--- config.mk ---
export PLATFORM = sky130hd
export DESIGN_NAME = twg_ctrl
export DESIGN_NICKNAME = d
export VERILOG_FILES = /design/src/rtl/twg_pkg.sv /design/src/rtl/twg_ctrl.sv
export SDC_FILE = /design/constraint.sdc
export NUM_CORES = 1
export LEC_CHECK = 0
export BUFFER_PORTS_ARGS = -buffer_cell sky130_fd_sc_hd__buf_2
export CAP_MARGIN = 20
export CORE_AREA = 2 2 39 41
export CTS_BUF_LIST = sky130_fd_sc_hd__clkbuf_8
export DETAILED_ROUTE_END_ITERATION = 10
export DIE_AREA = 0 0 41 43
export GPL_TIMING_DRIVEN = 0
export SYNTH_ARGS = -nofsm -noshare
export SYNTH_HDL_FRONTEND = slang
export SYNTH_SLANG_ARGS = --single-unit
--- constraint.sdc ---
create_clock -name i_clk -period 1.4 [get_ports i_clk]
set_clock_uncertainty 0.2 [all_clocks]
set_input_delay 0.07 -clock i_clk [delete_from_list [all_inputs] [get_ports i_clk]]
set_output_delay 0.07 -clock i_clk [all_outputs]
set_load 0.02 [all_outputs]
--- src/rtl/twg_pkg.sv ---
// shared types, format codes and defaults for the ternary-weight gemv row engine
package twg_pkg;

    // weight format codes
    localparam logic [2:0] FMT_INT8      = 3'd0;
    localparam logic [2:0] FMT_TWO_BIT   = 3'd1;
    localparam logic [2:0] FMT_BASE3     = 3'd2;
    localparam logic [2:0] FMT_FOLD9     = 3'd3;
    localparam logic [2:0] FMT_K3        = 3'd4;
    localparam logic [2:0] FMT_MASK_SIGN = 3'd5;

    // register map (byte addresses)
    localparam logic [2:0] ADDR_WEIGHT_FORMAT = 3'd0;

    // default fraction bits of the group scales
    localparam int SCALE_FRAC_BITS_DEF = 16;

    // commands from the controller to the datapath
    typedef struct packed {
        logic accept;
        logic corr;
        logic absv;
        logic mul0;
        logic mul1;
        logic scale;
        logic acc;
        logic emit;
    } t_dp_cmd;

    // status from the datapath to the controller
    typedef struct packed {
        logic out_free;
    } t_dp_stat;

endpackage

--- src/rtl/twg_ctrl.sv ---
// controller state machine: element accept, group close sequence, row emit
module twg_ctrl import twg_pkg::*; (
    input  logic     i_clk,
    input  logic     i_rst_n,
    input  logic     i_valid,
    input  logic     i_last_in_group,
    input  logic     i_last_in_row,
    input  t_dp_stat i_stat,
    output logic     o_ready,
    output t_dp_cmd  o_cmd
);

    localparam logic [2:0] S_IDLE  = 3'd0;
    localparam logic [2:0] S_CORR  = 3'd1;
    localparam logic [2:0] S_ABS   = 3'd2;
    localparam logic [2:0] S_MUL0  = 3'd3;
    localparam logic [2:0] S_MUL1  = 3'd4;
    localparam logic [2:0] S_SCALE = 3'd5;
    localparam logic [2:0] S_ACC   = 3'd6;
    localparam logic [2:0] S_EMIT  = 3'd7;

    logic [2:0] r_state, n_state;
    logic       r_row_pend, n_row_pend;
    logic       accept;

    assign o_ready = (r_state == S_IDLE);
    assign accept  = i_valid && o_ready;

    // next state and commands
    always_comb begin
        n_state    = r_state;
        n_row_pend = r_row_pend;
        o_cmd      = '0;
        case (r_state)
            S_IDLE: begin
                if (accept) begin
                    o_cmd.accept = 1'b1;
                    n_row_pend   = i_last_in_row;
                    if (i_last_in_group) begin
                        n_state = S_CORR;
                    end else if (i_last_in_row) begin
                        n_state = S_EMIT;
                    end
                end
            end
            S_CORR: begin
                o_cmd.corr = 1'b1;
                n_state    = S_ABS;
            end
            S_ABS: begin
                o_cmd.absv = 1'b1;
                n_state    = S_MUL0;
            end
            S_MUL0: begin
                o_cmd.mul0 = 1'b1;
                n_state    = S_MUL1;
            end
            S_MUL1: begin
                o_cmd.mul1 = 1'b1;
                n_state    = S_SCALE;
            end
            S_SCALE: begin
                o_cmd.scale = 1'b1;
                n_state     = S_ACC;
            end
            S_ACC: begin
                o_cmd.acc = 1'b1;
                n_state   = r_row_pend ? S_EMIT : S_IDLE;
            end
            S_EMIT: begin
                // wait for the output register to be free
                if (i_stat.out_free) begin
                    o_cmd.emit = 1'b1;
                    n_state    = S_IDLE;
                end
            end
            default: begin
                n_state = S_IDLE;
            end
        endcase
    end

    // state registers
    always_ff @(posedge i_clk) begin
        if (!i_rst_n) begin
            r_state    <= S_IDLE;
            r_row_pend <= 1'b0;
        end else begin
            r_state    <= n_state;
            r_row_pend <= n_row_pend;
        end
    end

endmodule

==> flow_summary.json <==
{
  "status": "finished with violations",
  "violations": "setup timing",
  "whs_ns": 0.03682,
  "worst_pin_slew_ns": 0.2584,
  "rsz0062_at_grt": "yes",
  "drt_iter0_drc": 5,
  "die-area_mm2": 0.001763,
  "clk_pin_slew_ns": 0.03,
  "report.final.slew_viol_count": 0,
  "synth_cell_types": 23,
  "die_x_um": 41,
  "place_inst": 68,
  "layout_commonest_cell": "buf_2",
  "firstDrtPassIters": 4,
  "syn_nets": 44,
  "crit_type": "reg -> reg",
  "wirelength_um": 809,
  "power_density_mw_per_mm2": 2680,
  "syn_area_per_cell_um2": 7.771,
  "coreArea_mm2": 0.001384,
  "io_buffers": 14,
  "grtUsageTotal_pct": 10.74,
  "finalHoldViolations": 0,
  "grt_pass1_vias": 290,
  "via_count": 352,
  "hp-class": "in -> reg",
  "critPathCaptureType": "flop",
  "cts_max_path_buffers": 2,
  "p_leak_nw": 0.2461,
  "synth_cells": 38,
  "crit_chain": "buf_6, or3_4, o22a_1, a31oi_1",
  "overflow": 0,
  "clock_latency_ns": 0.22,
  "yosysWarnings": 0,
  "viasPerCell": 4.632,
  "htree_levels": 1,
  "layoutNonFillerInstCount": 76,
  "ios": 15,
  "cts_root_buffer": "clkbuf_8",
  "fmaxAchievable_ghz": 0.6857,
  "layout-drive-gt1-share_pct": 55.00,
  "worstPathArrival_ns": 1.40,
  "gp_congestion": 0.7669,
  "chipHeight_um": 43,
  "cts_buffers": 3,
  "synth_seq_cells": 4,
  "syn-cell-area_um2": 295.3,
  "fin_ws_ns": -0.05833,
  "initial_core_util_pct": 21.34,
  "wl_per_cell_um": 10.64,
  "cp_slowest_cell": "or3_4",
  "finalInstanceArea_um2": 535.5,
  "cts_sinks": 4,
  "cp-start-kind": "flop",
  "slowest_delay_ns": 0.34,
  "slew_headroom_pct": 82.66,
  "antenna_found_initial": 0,
  "rows": 14,
  "layout_common_cells": "buf_2, buf_6, a31oi_1",
  "finalCriticalPeriod_ns": 1.458,
  "worstPathMaxFanout": 5,
  "syn2layout_area_growth_pct": 81.36,
  "nFillCells": 140,
  "fin_nets": 68,
  "drc": 0,
  "place_hpwl_um": 558.3,
  "dpl-instance-area_um2": 394.1,
  "cts_tree": "yes",
  "cap_violations": 0,
  "grt_pass1_wl_mm": 1.186,
  "n_antenna_cell": 0,
  "peakVddDrop_uv": 823.5,
  "ant_nets": 0,
  "grt_max_degree": 11,
  "cp.required_ns": 1.34,
  "setup_viol": 6,
  "seq_area_frac_synth_pct": 27.12,
  "min_period_over_period_pct": 104.2
}
per-layer routing:
metal	track usage [%]	vias up	wire, µm
met5	0	-	0
met2	14.06	13	340
met3	6.283	2	61
met4	8.000	0	21
li1	-	184	-
met1	12.22	153	387
cell families after synthesis:
logic type,synth area share (%)
simple gates,34.32
compound gates,21.19
buf+inv,10.17
flops,27.12
mux,7.203
power breakdown:
part | switching (mW) | total (mW) | internal, mW | leakage, nW
logic | 0.443 | 0.920 | 0.477 | 0.190
registers | 0.0788 | 0.266 | 0.188 | 0.0346
clock network | 0.0649 | 0.249 | 0.184 | 0.0216
total | 0.587 | 1.44 | 0.848 | 0.246
cell type report:
cell class	instances	area, µm²	share of cell area, %
tap	16	20.02	3.738
multi-input combinational	28	203.9	38.08
clock buffer	3	41.29	7.710
timing repair buffer	19	141.4	26.40
sequential	4	88.84	16.59
inverter	4	17.52	3.271
buffer	2	22.52	4.206
registers in the layout, indices dropped and copies added (netlist names):
signal,count
r_state,3
r_row_pend,1
worst max-delay path: cells and delay by family, from the launching register on:
family          cells  cell delay (ns)
compound gates      2             0.40
buf+inv             1             0.12
simple gates        1             0.34
flops               1             0.32
synthesized netlist by cell type:
cell type | instances | area share [%]
o2bb2ai_1 | 1 | 3.0
nand2b_1 | 1 | 2.1
a31oi_1 | 4 | 8.5
nor4b_2 | 1 | 5.1
nor2_1 | 4 | 5.1
or2_1 | 1 | 2.1
nor4_1 | 1 | 2.1
o21bai_1 | 1 | 2.5
o22a_1 | 1 | 3.0
inv_1 | 4 | 5.1
mux2_2 | 1 | 3.8
dfxtp_1 | 4 | 27
or3_4 | 1 | 3.8
and3_1 | 2 | 4.2
buf_6 | 1 | 3.8
nor3_1 | 2 | 3.4
nor2b_1 | 1 | 2.1
o21a_1 | 1 | 2.5
mux2i_1 | 1 | 3.4
clkbuf_1 | 1 | 1.3
nand3_1 | 1 | 1.7
nand2_1 | 2 | 2.5
o21ai_1 | 1 | 1.7
metrics by stage:
step                      setup WS (ns)  setup TNS (ns)  util (%)  power (mW)
after detailed placement        -0.1136         -0.2641     28.48      0.9098
after floorplan                -0.01450        -0.04230         -      0.7426
final                          -0.05833         -0.2242     38.70       1.435
after global routing           -0.09329         -0.4417     38.70       1.525
after global placement          -0.1096         -0.2858     28.48      0.9046
after CTS                      -0.07855         -0.2578     36.08       1.309
path summary, 6_finish.rpt:
kind	slack, ns	start	to	depth (start not counted)
min reg2reg	0.35	r_row_pend	r_row_pend	2
max	-0.06	r_state[2]	r_state[2]	4
max reg2reg	-0.06	r_state[2]	r_state[2]	4
min	0.04	i_last_in_group	r_state[2]	4
what timing repair did:
action                                  4_1_cts  5_1_grt
gates resized for setup                      12       12
gates cloned                                  0        0
hold buffers                                  2        0
hold endpoints to repair                      4        0
endpoints found under the setup margin       11       10
setup buffers                                 3        0
pin swaps                                     2        3
Note: power is estimated with default switching activity, not from simulation.
